==> config.mk <==
export PLATFORM = sky130hd
export DESIGN_NAME = swms_back
export DESIGN_NICKNAME = d
export VERILOG_FILES = /design/src/swms_pkg.sv /design/src/swms_back.sv
export SDC_FILE = /design/constraint.sdc
export NUM_CORES = 1
export LEC_CHECK = 0
export ABC_AREA = 0
export BUFFER_PORTS_ARGS = -buffer_cell sky130_fd_sc_hd__clkbuf_2
export CORE_MARGIN = 1.5
export CORE_UTILIZATION = 50
export DETAILED_ROUTE_END_ITERATION = 6
export PLACE_DENSITY = 0.78
export SYNTH_ARGS = -nofsm -noshare
export SYNTH_HDL_FRONTEND = slang
export SYNTH_SLANG_ARGS = --single-unit
==> constraint.sdc <==
create_clock -name clk -period 4.6 [get_ports clk]
set_input_delay 0.46 -clock clk [delete_from_list [all_inputs] [get_ports clk]]
set_output_delay 0.46 -clock clk [all_outputs]
set_load 0.05 [all_outputs]
==> src/swms_pkg.sv <==
// Shared types and constants for the sliding-window minimum-sum block.
// Used by every module under src; depends on nothing.
package swms_pkg;

  localparam int SAMPLE_BITS  = 16;
  localparam int COUNT_BITS   = 20;
  localparam int CFG_BITS     = 11;
  localparam int SUM_OUT_BITS = 26;
  localparam int DELTA_BITS   = SAMPLE_BITS + 1;

  // Work queue between the front and the back end
  localparam int QUEUE_DEPTH  = 4;
  localparam int QPTR_W       = $clog2(QUEUE_DEPTH);

  typedef struct packed {
    logic signed [SAMPLE_BITS-1:0] sample;
    logic                          is_last;
  } in_item_t;

  typedef struct packed {
    logic signed [SUM_OUT_BITS-1:0] min_sum;
    logic [COUNT_BITS-1:0]          best_start;
    logic                           too_short;
  } out_item_t;

  // One classified sample on its way to the accumulator
  typedef struct packed {
    logic signed [DELTA_BITS-1:0] delta;      // new sample minus the one leaving the window
    logic                         fill;       // window not yet complete
    logic                         first_full; // this sample completes the first window
    logic                         last;
    logic                         is_short;   // stream ends before one full window
    logic [COUNT_BITS-1:0]        start;      // start index of the window ending here
  } work_t;

endpackage

==> src/swms_back.sv <==
// Back end: running window sum, best-sum tracking and the result register.
// Depends on swms_pkg.
module swms_back #(
  parameter int SUM_W = 27
) (
  input  logic                clk,
  input  logic                rst,
  input  logic                clear,
  input  logic                pop_valid,
  output logic                pop_ready,
  input  swms_pkg::work_t     pop_data,
  output logic                out_valid,
  input  logic                out_ready,
  output swms_pkg::out_item_t out_data
);

  logic signed [SUM_W-1:0]         sum;
  logic signed [SUM_W-1:0]         sum_next;
  logic signed [SUM_W-1:0]         best;
  logic signed [SUM_W-1:0]         best_next;
  logic [swms_pkg::COUNT_BITS-1:0] bidx;
  logic [swms_pkg::COUNT_BITS-1:0] bidx_next;
  logic                            pop;

  assign pop_ready = !pop_data.last || !out_valid || out_ready;
  assign pop       = pop_valid && pop_ready;

  // Update the window sum and keep the later window on ties
  always_comb begin
    sum_next  = sum + SUM_W'(pop_data.delta);
    best_next = best;
    bidx_next = bidx;
    if (pop_data.fill) begin
      if (pop_data.first_full) begin
        best_next = sum_next;
        bidx_next = '0;
      end
    end else if (sum_next <= best) begin
      best_next = sum_next;
      bidx_next = pop_data.start;
    end
  end

  always_ff @(posedge clk) begin
    if (rst || clear) begin
      sum  <= '0;
      best <= '0;
      bidx <= '0;
    end else if (pop) begin
      if (pop_data.last) begin
        sum  <= '0;
        best <= '0;
        bidx <= '0;
      end else begin
        sum  <= sum_next;
        best <= best_next;
        bidx <= bidx_next;
      end
    end
  end

  // Result register: load on the last sample, drop when taken
  always_ff @(posedge clk) begin
    if (rst) begin
      out_valid <= 1'b0;
    end else if (pop && pop_data.last) begin
      out_valid <= 1'b1;
    end else if (out_ready) begin
      out_valid <= 1'b0;
    end
  end

  always_ff @(posedge clk) begin
    if (pop && pop_data.last) begin
      out_data.min_sum    <= pop_data.is_short ? swms_pkg::SUM_OUT_BITS'(sum_next)
                                               : swms_pkg::SUM_OUT_BITS'(best_next);
      out_data.best_start <= pop_data.is_short ? '0 : bidx_next;
      out_data.too_short  <= pop_data.is_short;
    end
  end

endmodule

# Word-level counts from Yosys, hierarchy flattened
# Index checks and enable logic that the tools add are counted.
dict set report op_classes {
  addsub 1
  n_lt_le_gt_ge 1
  n_eq_ne 1
  muxes 12
  n_reduce_logical 10
}
# op n
set op_table {}
lappend op_table {{two-way mux 27 bit} 5}
lappend op_table {{two-way mux 20 bit} 4}
lappend op_table {{adder 27 x 17 -> 27 bit} 1}
lappend op_table {{<= comparator 27 bit} 1}
lappend op_table {{two-way mux 26 bit} 1}
lappend op_table {{logical OR 1 bit} 3}
lappend op_table {{!= test 3 bit, second input constant} 1}
lappend op_table {{AND reduction 3 bit} 1}
lappend op_table {{nonzero test 3 bit} 1}
lappend op_table {{logical AND 1 bit} 2}
lappend op_table {{zero test 1 bit} 2}
lappend op_table {{two-way mux 1 bit} 2}
lappend op_table {{nonzero test 2 bit} 1}
dict set report word_totals {
  register_bits 122
  wordCells 33
}

# Depth between registers and ports, before layout
# Gate-level depths: netlist of the first run.
dict set report logic_depth {
  depth_word 6
  depth_mapped 21
}

# Worst setup path after synthesis of the first run
# OpenSTA, ideal clock, no wires.
dict set report synth_path {
  kind {input -> register}
  startpoint {input pop_data[28] in the netlist's numbering}
  endpoint {register out_data[32] in the netlist's numbering, data pin}
  setup_ns 0.260
  arrival_ns 4.428
  required_time_ns 4.340
  path_slack_ns -0.088
  path_stages 16
  n_path_buf 1
  path_cell_list {ha_1 a21o_1 a31o_1 or4_4 nand4_1 a21oi_2 or3_1 and2_4 ha_1 nand4_1 nor4_1 o31ai_1 a32o_1 o41ai_2 buf_2 mux2_2}
}
dict set report synth_between {
  elab_chain_cells 5
}
# element line_no
set synth_lines {}
lappend synth_lines {{start, declared} swms_back.sv:11} ;# input swms_pkg::work_t pop_data,
lappend synth_lines {{adder 27 x 17 -> 27 bit *} swms_back.sv:30} ;# sum_next = sum + SUM_W'(pop_data.delta);
lappend synth_lines {{<= comparator 27 bit} swms_back.sv:38} ;# end else if (sum_next <= best) begin
lappend synth_lines {{two-way mux 27 bit} swms_back.sv:38}
lappend synth_lines {{two-way mux 27 bit} swms_back.sv:33} ;# if (pop_data.fill) begin
lappend synth_lines {{two-way mux 26 bit *} swms_back.sv:75} ;# out_data.min_sum <= pop_data.is_short ? swms_pkg::SUM_OUT_BITS'(sum_next)
lappend synth_lines {{end, declared} swms_back.sv:14} ;# output swms_pkg::out_item_t out_data
# Every way passes the cells marked *; elsewhere a longest branch is shown, timed or not. The select of a mux whose other input is x is not followed.
# A chain may end at the register's enable or synchronous reset.

# Final worst setup path of the first run
dict set report layout_path {
  startpoint {register sum[0]}
  endpoint {register out_data[28] in the netlist's numbering, data pin}
}
dict set report layout_between {
  elab_chain_cells 5
}
# element line_no
set layout_lines {}
lappend layout_lines {{start, declared} swms_back.sv:17} ;# logic signed [SUM_W-1:0] sum;
lappend layout_lines {{start signal, assigned} swms_back.sv:55} ;# sum <= sum_next;
lappend layout_lines {{adder 27 x 17 -> 27 bit *} swms_back.sv:30}
lappend layout_lines {{<= comparator 27 bit} swms_back.sv:38}
lappend layout_lines {{two-way mux 27 bit} swms_back.sv:38}
lappend layout_lines {{two-way mux 27 bit} swms_back.sv:33}
lappend layout_lines {{two-way mux 26 bit *} swms_back.sv:75}
# Marks and branches as above.

==> results of run 1 <==
-- final timing paths --
path | startpoint | end | slack, ns
max reg2reg | sum[0] | out_data[28] | -0.37
max | sum[0] | out_data[28] | -0.37
min reg2reg | sum[2] | sum[2] | 0.47
min | rst | out_valid | 0.22
-- cells in the mapped netlist (8+ instances only) --
cell type   n  share of area [%]
a21o_1     14                1.6
a21oi_1    35                2.7
a22o_1     67                8.9
a22oi_1    15                1.7
buf_2       9               0.68
clkbuf_1   15               0.85
dfxtp_1    75                 23
edfxtp_1   47                 21
ha_1       53                 10
inv_1      42                2.4
mux2_2     23                3.9
nand2_1    28                1.6
nand3_1    13               0.99
nand4_1     8               0.76
nor2_1     51                2.9
nor3_1     13               0.99
o21ai_0    19                1.4
xnor2_1    16                2.1
-- cell families (layout without fill, tap and decap cells) --
| group | after synthesis | count (layout) | synth area share (%) |
|---|---|---|---|
| AO/OA/AOI/OAI | 203 | 203 | 23.2 |
| XOR/XNOR | 19 | 19 | 2.53 |
| adder cells (fa/ha/maj) | 54 | 54 | 10.4 |
| buffers and inverters | 68 | 305 | 4.10 |
| flip-flops | 122 | 122 | 44.2 |
| multiplexers | 25 | 25 | 4.23 |
| AND/OR/NAND/NOR | 151 | 152 | 11.4 |
-- flip-flops by register name, summed over array words and instances (netlist names) --
| name | count |
|---|---|
| best | 27 |
| bidx | 20 |
| out_data | 47 |
| out_valid | 1 |
| sum | 27 |
-- routing by layer --
metal	vias to the layer above	wire length, microns
li1	2891	-
met1	3085	8840
met2	360	10600
met3	69	1780
met4	0	666
met5	-	0
-- power by group through the flow --
stage | registers (mW) | clock network (mW) | logic (mW)
global placement | 1.20 | 0 | 0.538
CTS | 1.18 | 1.34 | 0.608
detailed placement | 1.20 | 0 | 0.550
global route | 1.18 | 1.40 | 0.751
floorplan | 1.28 | 0 | 0.265
finish | 1.18 | 1.35 | 0.716
-- placed cells by master, fill, tap and decap left out, types with 4 or more instances in the layout --
cell	count
buf_4	110
clkbuf_2	94
dfxtp_1	72
a22o_1	67
nor2_1	48
edfxtp_1	47
ha_1	45
inv_1	42
a21oi_1	31
nand2_1	28
mux2_4	23
clkbuf_16	22
o21ai_0	16
a22oi_1	15
a21o_1	13
buf_6	13
xnor2_1	12
nand3_1	10
nor3_1	9
nand4_1	8
nand2b_1	7
ha_4	7
nor2b_1	6
a31oi_1	5
a21oi_2	4
xnor2_2	4
nor3_4	4
a32o_1	4
clkinv_2	4
buf_8	4
-- repair_timing --
action | 4_1_cts | 5_1_grt
hold buffers | 0 | 0
resized for setup | 54 | 57
endpoints found under the setup margin | 93 | 93
pin swaps | 17 | 62
setup buffers | 7 | 14
cloned | 3 | 8
-- critical path, delay by kind of cell, from the launching register on --
family	cells	cell delay [ns]
DFF	1	0.34
and+or+nand+nor	5	1.03
AOI/OAI and AO/OA	7	1.21
buffers and inverters	6	0.91
muxes	1	0.31
adders and majority gates	3	0.90
-- area by class of cell --
class | instances | area (sq um) | area share [%]
Clock inverter | 13 | 151 | 1.60
Multi-Input combinational cell | 453 | 3890 | 41.0
Clock buffer | 19 | 433 | 4.57
Timing Repair Buffer | 231 | 1720 | 18.1
Tap cell | 172 | 215 | 2.27
Sequential cell | 122 | 2920 | 30.8
Inverter | 42 | 158 | 1.66
==> results.json, run 1 <==
{
  "status": "complete, but fails checks",
  "violations": "negative setup slack",
  "syn2layout_area_growth_pct": 43.9,
  "hold_path.class": "primary input to register",
  "rsz0062_at_grt": "true",
  "synth_cell_types": 65,
  "cpMostUsedCell": "buf_4",
  "overflow": 0,
  "final_max_slew_viol_count": 0,
  "num_io_pins": 95,
  "drt-pass1-iter-count": 7,
  "dieArea_sq_um": 13900,
  "fin_area_sq_um": 9480,
  "clock_path_buffers": 2,
  "whs_path_depth": 2,
  "antenna_cells": 0,
  "avgRoutedWirePerCell_microns": 20.8,
  "grtUsageMet3_pct": 6.25,
  "finClkSkew_ns": 0.00781,
  "utilization_pct": 74.5,
  "rows": 41,
  "yosys_most_used_dff": "dfxtp_1",
  "drcViolationCount": 0,
  "cp_slowest_cell": "fa_2",
  "antenna_found_initial": 0,
  "p_total_mw": 3.25,
  "fin_ws_ns": -0.368,
  "syn-num-nets": 742,
  "synthCells": 642,
  "finalCritPeriodShare_pct": 108,
  "comb_power_share_pct": 22.0,
  "p_sw_mw": 0.926,
  "drv_cap": 0,
  "worstSetupStartpointType": "register",
  "grt_pass1_wl_microns": 30900,
  "finalSetupViolations": 93,
  "cts_buffers": 17,
  "netlist_area_sq_um": 6590,
  "worst-path-max-fanout": 8,
  "dp_cells": 992,
  "max_stage_delay_ns": 0.39,
  "cp_data_required_time_ns": 4.78,
  "gp_congestion": 0.955,
  "ir_drop_mv": 0.190,
  "synth_area_per_cell_sq_um": 10.3,
  "place.port_buffers": 94,
  "slew_headroom_pct": 51.0,
  "max_slew.worst_pin.slew_ns": 0.732,
  "use_met1_pct": 35.6,
  "clock.fmax_mhz": 201,
  "path_cells": "ha_1 -> inv_1 -> fa_2 -> nor2b_4 -> o2111ai_2 -> buf_4 -> a21oi_2 -> o41ai_1 -> buf_4 -> buf_4 -> o21ai_1 -> nand3_2 -> ha_4 -> nand2_1 -> nor2_1 -> and3b_2 -> o31ai_4 -> a32o_2 -> o41ai_4 -> buf_6 -> buf_12 -> mux2_4",
  "crit_arrival_ns": 5.15,
  "p_clk_share_pct": 41.6,
  "htreeDepth": 4,
  "drt_iter0_markers": 655,
  "core_area_sq_um": 12700,
  "drive_gt1_share_pct": 39.1,
  "clock_latency_ns": 0.43,
  "initial_core_util_pct": 51.8,
  "p_sw_share_pct": 28.5,
  "cts_tree": "yes",
  "p_leak_nw": 4.14,
  "die_y_microns": 118,
  "grt_max_degree": 48,
  "synth_edf_count": 47,
  "internal_power_mw": 2.32,
  "fin_tns_setup_ns": -30.06,
  "hold_violations": 0,
  "die_x_microns": 118,
  "vias_per_cell": 6.09,
  "synth_async_sr_flop_share_pct": 0,
  "pre_cts_slack_ns": -0.658,
  "ys.warnings.count": 0,
  "grt_busiest_layer": "met2",
  "final_cell_count_no_fill": 1052,
  "fillers": 891,
  "whs_ns": 0.222,
  "grt_usage_pct": 28.0,
  "drt_wl_total_microns": 21900,
  "final_nets": 967,
  "grt_pass1_vias": 6068,
  "ys_seq_area_share_pct": 44.2,
  "met2_usage_pct": 47.2,
  "ant_nets": 0,
  "clock_sinks": 122,
  "vias": 6405,
  "reg2reg_depth": 22,
  "clk_pin_slew_worst_paths_ns": 0.06,
  "power_density_nw_per_um2": 343,
  "hpwl_microns": 13100,
  "root_buffer": "clkbuf_16",
  "placed_area_sq_um": 8090,
  "power.share.sequential_pct": 36.3,
  "crit_path_end_kind": "register",
  "path_class": "register to register",
  "finalCriticalPeriod_ns": 4.97,
  "ys_ff_latch": 122
}
(Power assumes the default switching activity.)
==> inputs of run 2 (changes only) <==
--- a/config.mk
+++ b/config.mk
@@ -5,12 +5,13 @@
 export SDC_FILE = /design/constraint.sdc
 export NUM_CORES = 1
 export LEC_CHECK = 0
-export ABC_AREA = 0
+export ABC_AREA = 1
 export BUFFER_PORTS_ARGS = -buffer_cell sky130_fd_sc_hd__clkbuf_2
+export CAP_MARGIN = 20
 export CORE_MARGIN = 1.5
 export CORE_UTILIZATION = 50
 export DETAILED_ROUTE_END_ITERATION = 6
-export PLACE_DENSITY = 0.78
+export PLACE_DENSITY = 0.76
 export SYNTH_ARGS = -nofsm -noshare
 export SYNTH_HDL_FRONTEND = slang
 export SYNTH_SLANG_ARGS = --single-unit
==> run 2 against run 1 <==
- the run now ends clean
- via count is 36% higher
- register-to-register slack better by 0.75 ns
- combinational power is 20% higher
- first-iteration DRC count is 3.8% lower
- worst setup slack better by 0.75 ns
- design area is 5.6% higher
- critical endpoint is now out_data[32]
==> results.json, run 2 <==
{
  "drt_wl_total_microns": 24100,
  "layout_common_cells": "nand2_1 (463), inv_1 (193), a21oi_1 (99), clkbuf_2 (94), dfxtp_1 (75)",
  "ant_nets": 0,
  "hold_violations": 0,
  "status": "completed",
  "cts_buffers": 17,
  "htreeDepth": 4,
  "cp_slowest_cell": "fa_1",
  "power_density_nw_per_um2": 334,
  "max_slew.worst_pin.slew_ns": 1.03,
  "cts_tree": "yes",
  "avgRoutedWirePerCell_microns": 14.8,
  "ys_top_cells_by_count": "nand2_1 (464), inv_1 (194), a21oi_1 (99)",
  "dp_cells": 1592,
  "die_x_microns": 135,
  "synth_cell_types": 35,
  "finalCritPeriodShare_pct": 91.7,
  "crit_path_end_kind": "register",
  "path_class": "register to register",
  "hold_path.class": "primary input to register",
  "final_nets": 1488,
  "finClkSkew_ns": 0.00784,
  "p_total_mw": 3.35,
  "num_io_pins": 95,
  "grt_pass1_vias": 8197,
  "clock.fmax_mhz": 237,
  "vias_per_cell": 5.37,
  "synth_area_per_cell_sq_um": 6.65,
  "drv_cap": 0,
  "drive_gt1_share_pct": 14.0,
  "top_register": "out_data",
  "clk_pin_slew_worst_paths_ns": 0.06,
  "fin_area_sq_um": 10000,
  "dieArea_sq_um": 18200,
  "rsz0062_at_grt": "false",
  "root_buffer": "clkbuf_16",
  "initial_core_util_pct": 50.8,
  "antenna_found_initial": 0,
  "yosysTopAreaCell": "nand2_1",
  "synth_edf_count": 47,
  "core_area_sq_um": 17100,
  "place.port_buffers": 94,
  "synth.most_common_cell": "nand2_1",
  "grt_max_degree": 74,
  "cp_data_required_time_ns": 4.73,
  "synthCells": 1308,
  "yosys_most_used_dff": "dfxtp_1",
  "finalSetupViolations": 0,
  "die_y_microns": 135,
  "netlist_area_sq_um": 8700,
  "reg.largest.list": "out_data (47), best (27), sum (27)",
  "worst-path-max-fanout": 8,
  "final_cell_count_no_fill": 1626,
  "pre_cts_slack_ns": 0.105,
  "largest_register_ffs": 47,
  "clock_path_buffers": 2,
  "whs_ns": 0.293,
  "p_leak_nw": 4.64,
  "internal_power_mw": 2.20,
  "ys_ff_latch": 122,
  "worstSetupStartpointType": "register",
  "final_max_slew_viol_count": 0,
  "antenna_cells": 0,
  "synth_async_sr_flop_share_pct": 0,
  "syn-num-nets": 1408,
  "clock_sinks": 122,
  "finalCriticalPeriod_ns": 4.22,
  "clock_latency_ns": 0.43,
  "grt_pass1_wl_microns": 39800,
  "ys_seq_area_share_pct": 33.5,
  "gp_congestion": 0.903,
  "rows": 48,
  "p_sw_mw": 1.15,
  "vias": 8735,
  "placed_area_sq_um": 9390,
  "p_sw_share_pct": 34.4,
  "drt-pass1-iter-count": 5,
  "drt_iter0_markers": 630,
  "hpwl_microns": 16600,
  "ys.warnings.count": 0,
  "layout.cells.most_common": "nand2_1",
  "comb_power_share_pct": 25.6,
  "p_clk_share_pct": 38.8,
  "netlist.area_leader.share_pct": 20.0,
  "syn2layout_area_growth_pct": 15.2,
  "fillers": 1602,
  "utilization_pct": 58.5,
  "overflow": 0,
  "fin_tns_setup_ns": 0,
  "fin_ws_ns": 0.384,
  "cts_hold_repair.buffers": 0,
  "slew_headroom_pct": 31.3,
  "grt_usage_pct": 27.4,
  "drcViolationCount": 0,
  "max_stage_delay_ns": 0.39,
  "cpMostUsedCell": "nand2_1",
  "crit_arrival_ns": 4.34,
  "yosys-top-cells-area": "nand2_1 (20%), dfxtp_1 (17%), edfxtp_1 (16%), inv_1 (8.4%), ha_1 (7.6%)",
  "power.share.sequential_pct": 35.6,
  "ir_drop_mv": 0.279
}
[run 2: changes by cell type after synthesis, moves of 11 or more]
cell and delta:
a21oi_2 +29, nand4_1 +50, nand2_1 +436, nand3_1 +55, xnor2_1 -11, inv_1 +152, a21o_1 -12, o21ai_0 +38
nor3_1 -11, clkbuf_1 +15, a22oi_1 -13, mux2_2 -23, a21oi_1 +64, a22o_1 -67
[run 2: repair_timing]
action / CTS / global route
setup endpoints to repair: 0 / 45
resized for setup: 0 / 7
buffers inserted: 0 / 1
[run 2: worst paths after layout]
kind,from,endpoint,slack [ns],cells after the start
worst max-delay path,sum[0],out_data[32],0.38,28
worst min-delay path,clear,best[26],0.29,4
worst max register to register,sum[0],out_data[32],0.38,28
worst min register to register,sum[12],sum[12],0.47,2
[run 2: power by group through the flow]
stage          sequential (mW)  clock [mW]  combinational [mW]
2_1_floorplan             1.30           0               0.532
3_3_place_gp              1.21           0               0.821
3_5_place_dp              1.21           0               0.833
4_1_cts                   1.19        1.31               0.838
5_1_grt                   1.19        1.35               0.953
6_report                  1.19        1.30               0.858
[run 2: final cells by class]
class | instances | area [sq um] | share of cell area (%)
Sequential cell | 122 | 2910 | 29.1
Inverter | 195 | 732 | 7.31
Multi-Input combinational cell | 932 | 4800 | 47.9
Tap cell | 225 | 282 | 2.81
Clock buffer | 17 | 425 | 4.25
Clock inverter | 15 | 143 | 1.42
Timing Repair Buffer | 120 | 723 | 7.22
[run 2: per-layer routing]
layer / global-route usage (%) / vias up / wire length [microns]
met3: 4.54 / 40 / 1990
met5: 0 / - / 0
met1: 36.9 / 3923 / 10700
met4: 9.80 / 0 / 452
li1: - / 4397 / -
met2: 44.2 / 375 / 10900
[run 2: worst max-delay path: cells and delay by family, from the launching register on]
family,cells,cell delay [ns]
simple gates,16,1.42
fa+ha+maj,3,0.92
buf+inv,6,0.68
compound gates,2,0.34
flops,1,0.33
xor+xnor,1,0.24
[run 2: cell families (layout without fill, tap and decap cells)]
logic type | count (synthesis) | count (layout) | synth area share [%]
AO/OA/AOI/OAI | 209 | 209 | 13.8
XOR/XNOR | 15 | 15 | 1.51
adder cells (fa/ha/maj) | 54 | 54 | 7.85
buffers and inverters | 254 | 347 | 11.8
flip-flops | 122 | 122 | 33.5
AND/OR/NAND/NOR | 654 | 654 | 31.6
