===== config.mk =====
export PLATFORM = sky130hd
export DESIGN_NAME = swms_fifo
export DESIGN_NICKNAME = d
export VERILOG_FILES = /design/src/swms_pkg.sv /design/src/swms_fifo.sv
export SDC_FILE = /design/constraint.sdc
export NUM_CORES = 1
export LEC_CHECK = 0
export BUFFER_PORTS_ARGS = -buffer_cell sky130_fd_sc_hd__buf_4
export CAP_MARGIN = 0
export CORE_ASPECT_RATIO = 1.2
export CORE_MARGIN = 10
export CORE_UTILIZATION = 34
export CTS_CLUSTER_DIAMETER = 120
export CTS_CLUSTER_SIZE = 30
export DETAILED_ROUTE_END_ITERATION = 16
export PLACE_DENSITY = 0.61
export SYNTH_ARGS = -nofsm -noshare
export SYNTH_HDL_FRONTEND = slang
export SYNTH_SLANG_ARGS = --single-unit

===== constraint.sdc =====
create_clock -name clk -period 2.3 [get_ports clk]
set_clock_uncertainty 0.1 [all_clocks]
set_input_delay 0.115 -clock clk [delete_from_list [all_inputs] [get_ports clk]]
set_output_delay 0.115 -clock clk [all_outputs]
set_load 0.02 [all_outputs]

===== src/swms_pkg.sv =====
// Shared types and constants for the sliding-window minimum-sum block.
// Used by every module under src; depends on nothing.
package swms_pkg;

  localparam int SAMPLE_BITS  = 16;
  localparam int COUNT_BITS   = 20;
  localparam int CFG_BITS     = 11;
  localparam int SUM_OUT_BITS = 26;
  localparam int DELTA_BITS   = SAMPLE_BITS + 1;

  // Work queue between the front and the back end
  localparam int QUEUE_DEPTH  = 4;
  localparam int QPTR_W       = $clog2(QUEUE_DEPTH);

  typedef struct packed {
    logic signed [SAMPLE_BITS-1:0] sample;
    logic                          is_last;
  } in_item_t;

  typedef struct packed {
    logic signed [SUM_OUT_BITS-1:0] min_sum;
    logic [COUNT_BITS-1:0]          best_start;
    logic                           too_short;
  } out_item_t;

  // One classified sample on its way to the accumulator
  typedef struct packed {
    logic signed [DELTA_BITS-1:0] delta;      // new sample minus the one leaving the window
    logic                         fill;       // window not yet complete
    logic                         first_full; // this sample completes the first window
    logic                         last;
    logic                         is_short;   // stream ends before one full window
    logic [COUNT_BITS-1:0]        start;      // start index of the window ending here
  } work_t;

endpackage


===== src/swms_fifo.sv =====
// Short work queue between front and back end, QUEUE_DEPTH entries of work_t.
// Depends on swms_pkg.
module swms_fifo (
  input  logic            clk,
  input  logic            rst,
  input  logic            clear,
  input  logic            push_valid,
  output logic            push_ready,
  input  swms_pkg::work_t push_data,
  output logic            pop_valid,
  input  logic            pop_ready,
  output swms_pkg::work_t pop_data
);

  swms_pkg::work_t                entries [swms_pkg::QUEUE_DEPTH];
  logic [swms_pkg::QPTR_W-1:0]    wr_ptr;
  logic [swms_pkg::QPTR_W-1:0]    rd_ptr;
  logic [swms_pkg::QPTR_W:0]      fill;
  logic                           do_push;
  logic                           do_pop;

  assign push_ready = fill != (swms_pkg::QPTR_W + 1)'(swms_pkg::QUEUE_DEPTH);
  assign pop_valid  = fill != '0;
  assign pop_data   = entries[rd_ptr];
  assign do_push    = push_valid && push_ready;
  assign do_pop     = pop_valid && pop_ready;

  // Track pointers and occupancy
  always_ff @(posedge clk) begin
    if (rst || clear) begin
      wr_ptr <= '0;
      rd_ptr <= '0;
      fill   <= '0;
    end else begin
      if (do_push) wr_ptr <= wr_ptr + 1'b1;
      if (do_pop)  rd_ptr <= rd_ptr + 1'b1;
      if (do_push && !do_pop) begin
        fill <= fill + 1'b1;
      end else if (do_pop && !do_push) begin
        fill <= fill - 1'b1;
      end
    end
  end

  always_ff @(posedge clk) begin
    if (do_push) begin
      entries[wr_ptr] <= push_data;
    end
  end

endmodule


Yosys cells after proc, flatten, opt, wreduce, memory -nomap -nowiden:

Memory sizes are Yosys's and may differ from the RTL's. A register that Yosys moved wholly into a read port is not among the register bits.
Index checks and enable logic that the tools add are counted.
W data, S select, Z words.

* flip-flop bits (word level): 7
* bits in writable memories: 164
* input port bits: 46
* output and inout bits: 43
* logic and storage cells: 24
* memories: 1

Memory list
* entries: depth 4, width 41, read ports 1, clocked after Yosys merged registers in 1, wr ports 1, RTL line swms_fifo.sv:15 `swms_pkg::work_t entries [swms_pkg::QUEUE_DEPTH];`

* add/sub/neg operators: 4
* eq/ne operators: 1
* mux-type cells: 6
* reduce and logical (&&, ||, !) cells: 9

Operators with widths (count)
* $mux W3: 2
* $add A2 B1 Y2 const B: 2
* $logic_and A1 B1 Y1: 4
* $mux W2: 2
* $add A3 B1 Y3 const B: 1
* $ne A3 B3 Y1 const B: 1
* $reduce_bool A3 Y1: 1
* $sub A3 B1 Y3 const B: 1
* $logic_not A1 Y1: 2
* $mux W1: 2
* $reduce_bool A2 Y1: 1
* $logic_or A1 B1 Y1: 1

Depth between registers and ports, before layout:

Gate-level depths: netlist of the first run.

* word-level depth: 6
* gate-level depth with buffers: 9
* gate-level depth less buffers: 8

Least setup slack after synthesis of the first run:

Ideal clock, no wire load.

* kind: register to register
* from: register fill[0] in the netlist's numbering
* to: register fill[2] in the netlist's numbering
* setup time: 0.070 ns
* arrival time: 1.998 ns
* required time: 2.130 ns
* setup slack: 0.132 ns
* stages on the path, launching flop included: 10
* buffers on the path: 1
* period minus slack after synthesis: 2.168 ns
* cells stage by stage: dfxtp_1 > or3b_1 > buf_6 > and2_4 > ha_1 > inv_1 > fa_1 > xor2_1 > or3_1 > a21oi_1

* longest elaborated chain between the ends: 5
* elaborated cells on any way between the ends: 13
* those cells by class: add/sub: 2; eq/ne: 1; mux: 2; reduce/logical: 8

RTL lines
* start: declaration: RTL line swms_fifo.sv:18 `logic [swms_pkg::QPTR_W:0] fill;`
* start signal: assignment: RTL line swms_fifo.sv:38 `fill <= fill + 1'b1;`
* start signal: assignment: RTL line swms_fifo.sv:40 `fill <= fill - 1'b1;`
* $ne A3 B3 Y1 (*): RTL line swms_fifo.sv:22 `assign push_ready = fill != (swms_pkg::QPTR_W + 1)'(swms_pkg::QUEUE_DEPTH);`
* named net push_ready: RTL line swms_fifo.sv:8 `output logic push_ready,`
* $logic_and A1 B1 Y1 (*): RTL line swms_fifo.sv:25 `assign do_push = push_valid && push_ready;`
* named net do_push: RTL line swms_fifo.sv:19 `logic do_push;`
* $logic_not A1 Y1: RTL line swms_fifo.sv:39 `end else if (do_pop && !do_push) begin`
* $logic_and A1 B1 Y1: RTL line swms_fifo.sv:39
* $reduce_bool A2 Y1 (no source line)

The timed path passes the listed nets; every way through them passes the cells marked *. The select of a mux whose other input is x is not followed.
A chain may end at the register's enable or synchronous reset.

Final worst setup path of the first run:

* from: register fill[2] in the netlist's numbering
* to: register fill[2] in the netlist's numbering

* longest elaborated chain between the ends: 5
* elaborated cells on any way between the ends: 13
* those cells by class: add/sub: 2; eq/ne: 1; mux: 2; reduce/logical: 8

RTL lines (RTL line)
* $ne A3 B3 Y1 (*): swms_fifo.sv:22
* $logic_and A1 B1 Y1 (*): swms_fifo.sv:25
* named net do_push: swms_fifo.sv:19
* $logic_not A1 Y1: swms_fifo.sv:39
* $logic_and A1 B1 Y1: swms_fifo.sv:39
* $reduce_bool A2 Y1 (no source line)

Marks and branches as above.

==> results by group, run 1 <==
Min path
  • Min-Delay Startpoint: push_data[35]
  • WHS Path Cells: 2
  • Worst Hold Class: primary input to flip-flop
  • WHS Endpoint: entries[2][35]

GRT
  • Tot GR Track Use: 10.8%
  • Grt peak-use layer: met2
  • Largest net degree at the start of global routing: 42
  • M2 GR Usage: 18.7%
  • Met1 GRT Util: 12.3%
  • Initial antenna violation count: 1
  • Remaining Overflow, GRT: 0
  • Number of global-route vias before repair: 3593
  • Met3 GRT Util: 3.58%
  • First-pass GRT wire length: 20.5 mm

Yosys
  • Yosys reg bits: 173
  • XOR/XNOR Fraction of Synth Area: 0.549%
  • Ys Warns: 0
  • Post-Synth Simple-Gate Area: 1.67%
  • Synth Area in Adders: 1.29%
  • Register area share after synthesis: 80.0%
  • Main combinational cell family by area after synthesis: multiplexers
  • Distinct cells, synth: 27
  • Post-synthesis compound-gate area fraction: 0.686%
  • Syn Inst Count: 264
  • Syn_area_per_cell: 24.2 µm²
  • Mapped Area: 0.00638 mm²
  • Syn Nets: 316
  • Mux contribution to synthesized area: 14.6%

Placed design
  • Dpl cell area: 0.00742 mm²
  • Port-buffer cells: 88
  • DP HPWL: 7.91 mm
  • Routability Congestion: 0.708
  • Placed cell count: 602

Detailed routing
  • Post-DRT Antenna Nets: 0
  • Post-route DRC: 0
  • Drt first-iter violations: 174
  • Detailed Route WL: 12.8 mm
  • Total via count in the routed design: 3156
  • Vias per std cell: 4.62
  • Drt pass-1 iters: 4
  • WL/cell: 18.7 µm

Cells and area
  • Area Growth Syn to Fin: 32.9%
  • Final nets: 469
  • Final Instance Area: 0.00849 mm²
  • Filler cell count: 1536
  • Share of cells above drive strength 1: 42.3%
  • Fin cells: 683
  • Util after Layout: 46.3%
  • Area occupied by multi-input gates: 0.00121 mm²
  • Register area: 0.00511 mm²

Critical path
  • R2r setup slk: 0.14 ns
  • Worst r2r src: fill[2]
  • CP Max Fanout: 6
  • Crit path kind: flip-flop to flip-flop
  • Required time worst endpoint: 2.55 ns
  • Arrival time at the worst endpoint: 2.40 ns
  • R2R depth: 8
  • Crit start category: flip-flop
  • Reg-to-Reg End: fill[2]
  • Worst setup EP type: flip-flop

Die
  • Std cell rows: 54
  • Initial cell density of the core: 34.9%
  • Die width: 145 µm
  • Die area: 0.0247 mm²
  • Die Y: 170 µm
  • I/O pins: 89
  • Core area: 0.0183 mm²

Pwr
  • Static Leak: 0.00289 µW
  • Max IR drop VDD: 0.444 mV
  • Power per Cell Area: 832 mW/mm²

Timing
  • Setup tns final: 0 ns
  • Final hold slack: 0.342 ns
  • Final setup violation count: 0
  • Least-Margin Pin Slew: 0.516 ns
  • Pins Over Slew Limit: 0
  • Final hold violation count: 0
  • Final min period: 2.16 ns
  • Max Clock Freq: 463 MHz
  • Fin crit share: 93.8%
  • Rel. slew slack: 65.1%

Run
  • Max Cap Viol: 0

Clock tree
  • Worst skew pair latency: 0.41 ns
  • Htree depth: 4
  • Clk sinks: 173
  • CTS Buffer Depth: 2
  • Clk slew on worst S/H paths: 0.06 ns
  • Clock Root Buffer: clkbuf_16
  • TritonCTS clock tree: yes
  • Setup repair bufs after CTS: 0
  • CTS buffer count: 17

Status
  • Status: completed
worst max-delay path by stage:
| stage | from | end | slack [ns] | depth (start not counted) |
|---|---|---|---|---|
| floorplan | fill[0] | fill[2] | 0.13 | 9 |
| global placement | fill[0] | fill[2] | 0.16 | 7 |
| detailed placement | fill[0] | fill[2] | 0.05 | 7 |
| CTS | fill[0] | fill[2] | 0.03 | 7 |
| global route | fill[1] | fill[2] | -0.002 | 7 |
| finish | fill[2] | fill[2] | 0.14 | 8 |
metal layers:
metal	wire (µm)	share of wire, %
met5	0	0
met2	6750	53
met3	628	4.9
met1	5280	41
met4	123	0.96
registers in the layout (all words and copies together), names as in the netlist, named ones only:
name / flops
entries: 164
fill: 3
rd_ptr: 2
wr_ptr: 2
final cells by class:
class                      instances  area share (%)
clock inverter                    14            1.68
tap                              252            3.72
sequential                       173            60.2
clock buffer                      18            5.06
multi-input combinational         76            14.2
timing repair buffer             146            14.9
inverter                           3           0.133
antenna                            1          0.0295
kinds of logic (layout without fill, tap and decap cells):
family | Yosys count | after routing
AND/OR/NAND/NOR | 18 | 18
XOR/XNOR | 4 | 4
AO/OA/AOI/OAI | 6 | 6
buffers and inverters | 15 | 181
adder cells (fa/ha/maj) | 6 | 6
flip-flops | 173 | 173
multiplexers | 42 | 42
other | 0 | 1
repair_timing:
item	in CTS	in global routing
endpoints found under the setup margin	0	1
hold buffers	47	1
endpoints found under the hold margin	173	1
resized for setup	0	3
power by group:
part	switching [µW]	total, µW	internal (µW)
combinational	352	706	353
clock	1160	2760	1600
sequential	32.1	3600	3560
total	1550	7060	5520
critical path: stages, from the launching register on:
cell and delay (ns):
dfxtp_1 0.42, or3b_1 0.39, and2_4 0.18, ha_1 0.22, inv_1 0.07, fa_1 0.17
xor2_1 0.07, or3_1 0.31, a21oi_1 0.15
layout by cell type (no fill, tap or decap), types with 2 or more instances in the layout:
cell and n:
dfxtp_1 5, o31ai_2 2, clkbuf_16 17, inv_6 3
inv_1 3, buf_4 94, nor2_1 6, and3_2 4
dlygate4sd3_1 48, clkinv_2 4, bufinv_16 2, xor2_1 4
dfxtp_2 3, buf_12 4, ha_1 5, clkinvlp_4 2
mux4_2 41, edfxtp_1 164, clkinv_4 2, nand4_1 2
synth_stat cells, drive strengths merged:
cell    count  area, µm²
dfxtp       9        180
or3         2       13.8
and3        4       30.0
mux2i       1       10.0
a21oi       1       5.00
and2        1       8.76
or2         1       6.26
inv         3       11.3
mux4       41        923
o21ai       2       10.0
nor2        6       22.5
fa          1       20.0
ha          5       62.6
o311ai      1       8.76
clkbuf      2       7.51
nand4       2       12.5
o31ai       2       20.0
xor2        4       35.0
edfxtp    164       4920
or3b        1       8.76
nand2       1       3.75
buf        10       60.1
through the flow:
step	setup slack, ns	power (µW)
after global placement	0.160	4300
after detailed placement	0.0513	4320
after floorplan	0.132	4010
final	0.142	7060
after CTS	0.0343	7150
after global routing	-0.00182	7360
(Power assumes the default switching activity.)
==> run 2, diff against run 1 <==
SETUP_SLACK_MARGIN = 0.4   (was default)
SLEW_MARGIN = 15   (was default)
==> run 2 against run 1 <==
- fmax increased by 7.3%
- clock power shrank 6%
- setup slack better by 0.15 ns
- via count grew 0.16%
- sequential power hardly changed
- register-to-register slack improved by 0.15 ns
- worst hold slack worse by 0.0050 ns
- critical path type unchanged
- largest power group unchanged
==> results by group, run 2 (synthesis results as in run 1) <==
Pwr
  • Static Leak: 0.00304 µW (+5.1%)
  • Clock power frac: 36.7% (-2.4 points)
  • Pwr Total: 7040 µW (-0.25%)
  • Power per Cell Area: 793 mW/mm² (-4.8%)
  • Sw frac: 21.9% (about the same)
  • Combinational power share: 12.3% (+2.3 points)
  • NetSw: 1540 µW (-0.28%)
  • P_int: 5500 µW (-0.24%)
  • Max IR drop VDD: 0.542 mV (+22%)
  • Sequential share of power: 51.0% (about the same)

Min path
  • Min-Delay Startpoint: push_data[29]
  • WHS Endpoint: entries[3][29]
  • WHS Path Cells: 2 (unchanged)
  • Worst Hold Class: primary input to flip-flop

Placed design
  • DP HPWL: 8.35 mm (+5.6%)
  • Placed cell count: 606 (+0.66%)
  • Port-buffer cells: 88 (unchanged)
  • Routability Congestion: 0.727 (+2.8%)

GRT
  • First-pass GRT wire length: 20.8 mm (+1.5%)
  • Initial antenna violation count: 1 (unchanged)
  • Remaining Overflow, GRT: 0 (unchanged)
  • Number of global-route vias before repair: 3647 (+1.5%)
  • Tot GR Track Use: 11.2% (+0.38 points)
  • Largest net degree at the start of global routing: 31 (-26%)

Critical path
  • CP top delay family: simple AND/OR/NAND/NOR gates
  • R2R depth: 8 (unchanged)
  • Crit start category: flip-flop
  • Reg-to-Reg End: fill[2]
  • R2r setup slk: 0.29 ns (+0.15 ns)
  • CP Max Fanout: 3 (-3)
  • Crit path kind: flip-flop to flip-flop
  • Worst stage delay on the critical path: 0.35 ns (-0.07 ns)
  • Worst setup EP type: flip-flop
  • Crit path buf inv count: 1 (unchanged)
  • Arrival time at the worst endpoint: 2.25 ns (-0.15 ns)
  • Worst setup startpoint: fill[2]
  • Required time worst endpoint: 2.54 ns (about the same)
  • CP Cell Sequence: or3b_4 > and2_4 > ha_4 > inv_2 > fa_2 > xor2_1 > or3_1 > a21oi_1
  • Slowest stage cell, crit path: dfxtp_4
  • Worst r2r src: fill[2]

Clock tree
  • Clk slew on worst S/H paths: 0.06 ns (about the same)
  • Clock Root Buffer: clkbuf_16
  • Clk sinks: 173 (unchanged)
  • CTS Buffer Depth: 2 (unchanged)
  • Worst skew pair latency: 0.42 ns (about the same)
  • CTS buffer count: 17 (unchanged)
  • Htree depth: 4 (unchanged)
  • TritonCTS clock tree: yes

Detailed routing
  • WL/cell: 19.0 µm (+1.7%)
  • Post-route DRC: 0 (unchanged)
  • Drt pass-1 iters: 4 (unchanged)
  • Vias per std cell: 4.54 (-1.9%)
  • Detailed Route WL: 13.3 mm (+3.8%)
  • Total via count in the routed design: 3161 (+0.16%)
  • Post-DRT Antenna Nets: 0 (unchanged)
  • Drt first-iter violations: 151 (-13%)

Timing
  • Max Clock Freq: 497 MHz (+7.3%)
  • Final setup violation count: 0 (unchanged)
  • Least-Margin Pin Slew: 0.496 ns (-0.0207 ns)
  • RSZ-0062 raised after global routing: yes
  • Rel. slew slack: 66.5% (+1.4 points)
  • Final hold violation count: 0 (unchanged)
  • Pins Over Slew Limit: 0 (unchanged)
  • Fin crit share: 87.5% (-6.4 points)
  • Final min period: 2.01 ns (-0.146 ns)
  • Setup tns final: 0 ns (unchanged)

Cells and area
  • Max reg flops: 164 (unchanged)
  • Final nets: 485 (+3.4%)
  • Commonest non-fill, non-tap cell in the layout: edfxtp_1
  • # diodes: 0 (-1)
  • Most frequent cells in the layout: 164 x edfxtp_1, 60 x buf_4, 47 x dlygate4sd3_1
  • Area Growth Syn to Fin: 39.2%
  • Fin cells: 697 (+2.0%)
  • Most flop-heavy register: entries
  • Util after Layout: 48.5% (+2.2 points)
  • Regs by FF count: entries: 164 flops, fill: 3 flops
  • Share of cells above drive strength 1: 45.2% (+2.8 points)

Die
  • Die width: 145 µm (unchanged)
  • I/O pins: 89 (unchanged)
  • Initial cell density of the core: 34.9% (unchanged)
  • Std cell rows: 54 (unchanged)
  • Die Y: 170 µm (unchanged)
  • Core area: 0.0183 mm² (unchanged)
  • Die area: 0.0247 mm² (unchanged)

Status
  • Status: completed

Run
  • Max Cap Viol: 0 (unchanged)
[run 2: stage by stage]
step           instance area [µm²]  worst slack, ns  hold WS [ns]
6_report                      8890            0.288         0.337
5_1_grt                       8890            0.253         0.332
4_1_cts                       8850            0.255         0.312
3_5_place_dp                  7480            0.181         0.219
3_3_place_gp                  7480            0.240         0.217
2_1_floorplan                 6410            0.243         0.114
[run 2: worst max-delay path by stage]
stage                          to  slack (ns)  cells after the start
after CTS                 fill[2]        0.25                      8
after global routing      fill[2]        0.25                      8
after detailed placement  fill[2]        0.18                      7
after floorplan           fill[2]        0.24                      9
after global placement    fill[2]        0.24                      7
final                     fill[2]        0.29                      8
[run 2: final cells by class]
class,instances,area [µm²]
fill,1512,9420
multi-input combinational,76,1240
tap,252,315
sequential,173,5120
inverter,3,11.3
clock buffer,19,433
clock inverter,12,98.8
timing repair buffer,162,1670
[run 2: what timing repair did]
item                                    4_1_cts  5_1_grt
hold buffers                                 47        0
buffers inserted                             10        0
pin swaps                                     7        3
endpoints found under the setup margin      127      102
cloned                                        3        0
endpoints found under the hold margin       173        0
gates resized for setup                      51        9
[run 2: power by group through the flow]
stage | sequential [µW] | clock [µW] | combinational, µW
5_1_grt | 3600 | 2770 | 923
4_1_cts | 3600 | 2660 | 871
3_5_place_dp | 3670 | 0 | 675
6_report | 3600 | 2590 | 863
3_3_place_gp | 3660 | 0 | 657
2_1_floorplan | 3650 | 0 | 365
[run 2: per-layer routing]
layer | global-route usage, % | up-vias | part of all wire [%]
met5 | 0 | - | 0.053
met4 | 6.25 | 2 | 3.2
met3 | 3.50 | 29 | 4.3
met2 | 19.2 | 79 | 52
met1 | 12.1 | 1602 | 41
li1 | - | 1449 | -
==> run 3, diff against run 2 <==
PLACE_DENSITY = 0.65   (was 0.61)
SETUP_SLACK_MARGIN = 0.5   (was 0.4)
==> run 3 against run 2 <==
- global-route usage fell by 0.71 points
- sequential power barely moved
- fmax fell by 0.22%
- sequential share of layout area fell by 0.36 points
- total power rose by 3.4%
- combinational power fell by 1%
- die area did not move
- count of clock-buffer cells in the layout fell by 1
- non-clock buffer count fell by 1
- setup slack got worse by 0.0045 ns
- first-iteration DRC count rose by 4.6%
==> results by group, run 3 (synthesis results as in run 1) <==
Status
  • Status: completed

Timing
  • Fin crit share: 87.7% (+0.19 points)
  • RSZ-0062 raised after global routing: yes
  • Rel. slew slack: 69.6% (+3.0 points)
  • Final hold violation count: 0 (unchanged)
  • Setup tns final: 0 ns (unchanged)
  • Least-Margin Pin Slew: 0.451 ns (-0.0450 ns)
  • Pins Over Slew Limit: 0 (unchanged)
  • Final hold slack: 0.338 ns (+0.00118 ns)
  • Final setup violation count: 0 (unchanged)
  • Final min period: 2.02 ns (+0.00445 ns)
  • Max Clock Freq: 496 MHz (-0.22%)

Die
  • Core area: 0.0183 mm² (unchanged)
  • Die Y: 170 µm (unchanged)
  • I/O pins: 89 (unchanged)
  • Std cell rows: 54 (unchanged)
  • Die area: 0.0247 mm² (unchanged)
  • Initial cell density of the core: 34.9% (unchanged)
  • Die width: 145 µm (unchanged)

Detailed routing
  • Drt pass-1 iters: 4 (unchanged)
  • Drt first-iter violations: 158 (+4.6%)
  • Total via count in the routed design: 3197 (+1.1%)
  • Vias per std cell: 4.59 (+1.1%)
  • Detailed Route WL: 12.4 mm (-6.6%)
  • Post-route DRC: 0 (unchanged)
  • WL/cell: 17.8 µm (-6.6%)
  • Post-DRT Antenna Nets: 0 (unchanged)

Cells and area
  • Most frequent cells in the layout: 164 x edfxtp_1, 53 x buf_4, 51 x buf_6
  • Most flop-heavy register: entries
  • Share of cells above drive strength 1: 45.6% (+0.45 points)
  • Util after Layout: 48.9% (+0.31 points)
  • Area Growth Syn to Fin: 40.1%
  • Register area: 0.00512 mm² (unchanged)
  • Filler cell count: 1495 (-1.1%)
  • Final nets: 484 (-0.21%)
  • Area occupied by multi-input gates: 0.00124 mm² (-0.60%)
  • # diodes: 0 (unchanged)
  • Regs by FF count: entries: 164 flops, fill: 3 flops
  • Fin cells: 697 (unchanged)
  • Commonest non-fill, non-tap cell in the layout: edfxtp_1
  • Max reg flops: 164 (unchanged)

GRT
  • Largest net degree at the start of global routing: 42 (+35%)
  • Number of global-route vias before repair: 3560 (-2.4%)
  • M2 GR Usage: 17.1% (-2.1 points)
  • Met3 GRT Util: 3.37% (-0.13 points)
  • Met1 GRT Util: 12.3% (+0.20 points)
  • Tot GR Track Use: 10.5% (-0.71 points)
  • Grt peak-use layer: met2
  • Remaining Overflow, GRT: 0 (unchanged)
  • First-pass GRT wire length: 19.7 mm (-5.2%)
  • Initial antenna violation count: 0 (-1)

Pwr
  • Static Leak: 0.00306 µW (+0.81%)
  • Max IR drop VDD: 0.417 mV (-23%)
  • Power per Cell Area: 815 mW/mm² (+2.8%)

Min path
  • WHS Endpoint: entries[2][17]
  • Worst Hold Class: primary input to flip-flop
  • WHS Path Cells: 2 (unchanged)
  • Min-Delay Startpoint: push_data[17]

Critical path
  • R2r setup slk: 0.29 ns (about the same)
  • Required time worst endpoint: 2.09 ns (-0.45 ns)
  • Worst setup EP type: primary output
  • Crit start category: flip-flop
  • R2R depth: 8 (unchanged)
  • Reg-to-Reg End: fill[2]
  • Worst stage delay on the critical path: 0.53 ns (+0.18 ns)
  • Slowest stage cell, crit path: mux4_2
  • CP Max Fanout: 7 (+4)
  • Arrival time at the worst endpoint: 1.80 ns (-0.45 ns)
  • CP Cell Sequence: buf_12 > buf_16 > mux4_2 > buf_6
  • Worst r2r src: fill[2]
  • Crit path kind: flip-flop to primary output

Clock tree
  • Clock Root Buffer: clkbuf_16
  • Clk sinks: 173 (unchanged)
  • Htree depth: 4 (unchanged)
  • CTS buffer count: 17 (unchanged)
  • CTS Buffer Depth: 2 (unchanged)
  • Worst skew pair latency: 0.42 ns (about the same)
  • TritonCTS clock tree: yes
  • Clk slew on worst S/H paths: 0.07 ns (about the same)

Placed design
  • Port-buffer cells: 88 (unchanged)
  • DP HPWL: 7.60 mm (-9.0%)
  • Placed cell count: 604 (-0.33%)
  • Routability Congestion: 0.670 (-7.9%)

Run
  • Max Cap Viol: 0 (unchanged)
## run 3: cell count changes in the layout (fill, tap and decap cells not counted), sizes merged
cell / before / now
bufinv: 1 / 3
clkbuf: 19 / 18
clkinv: 8 / 4
clkinvlp: 2 / 3
dlygate4sd3: 47 / 46
inv: 4 / 7
## run 3: metal layers
layer  vias up  part of all wire, %  routed length [µm]
met3        22                  4.4                 545
met2        74                   51                6300
met5         -                    0                   0
met4         0                  2.5                 309
met1      1650                   42                5240
li1       1451                    -                   -
## run 3: critical path, delay by kind of cell (launching register included)
family | cells | cell delay (ns)
buffers and inverters | 3 | 0.44
DFF | 1 | 0.39
muxes | 1 | 0.53
## run 3: area by class of cell
type	instances	share of cell area [%]
multi-input combinational	76	13.8
sequential	173	57.3
tap	252	3.52
clock buffer	18	4.80
timing repair buffer	161	18.6
inverter	3	0.126
clock inverter	14	1.83
## run 3: stage by stage
step | cell area (µm²) | setup WS [ns] | power, µW
2_1_floorplan | 6410 | 0.243 | 4020
3_3_place_gp | 7450 | 0.242 | 4310
3_5_place_dp | 7450 | 0.167 | 4330
4_1_cts | 8820 | 0.276 | 7340
5_1_grt | 8940 | 0.218 | 7560
6_report | 8940 | 0.284 | 7290
## run 3: what timing repair did
action,in CTS,in global routing
pin swaps,4,1
setup endpoints to repair,163,164
cloned,2,0
hold buffers,46,0
setup buffers,12,1
resized for setup,39,27
hold endpoints to repair,173,0
## run 3: how the worst max path moves through the flow
stage	start	endpoint	slack [ns]
floorplan	fill[0]	fill[2]	0.24
CTS	flip-flop	pop_data[23]	0.28
detailed placement	fill[1]	fill[2]	0.17
global placement	fill[1]	fill[2]	0.24
global route	fill[0]	fill[2]	0.22
finish	flip-flop	pop_data[30]	0.28
## run 3: where the power goes
group | switching [µW] | leakage (µW) | internal, µW
Clock | 1130 | 0.000280 | 1710
Sequential | 32.9 | 0.00158 | 3560
Combinational | 386 | 0.00120 | 466
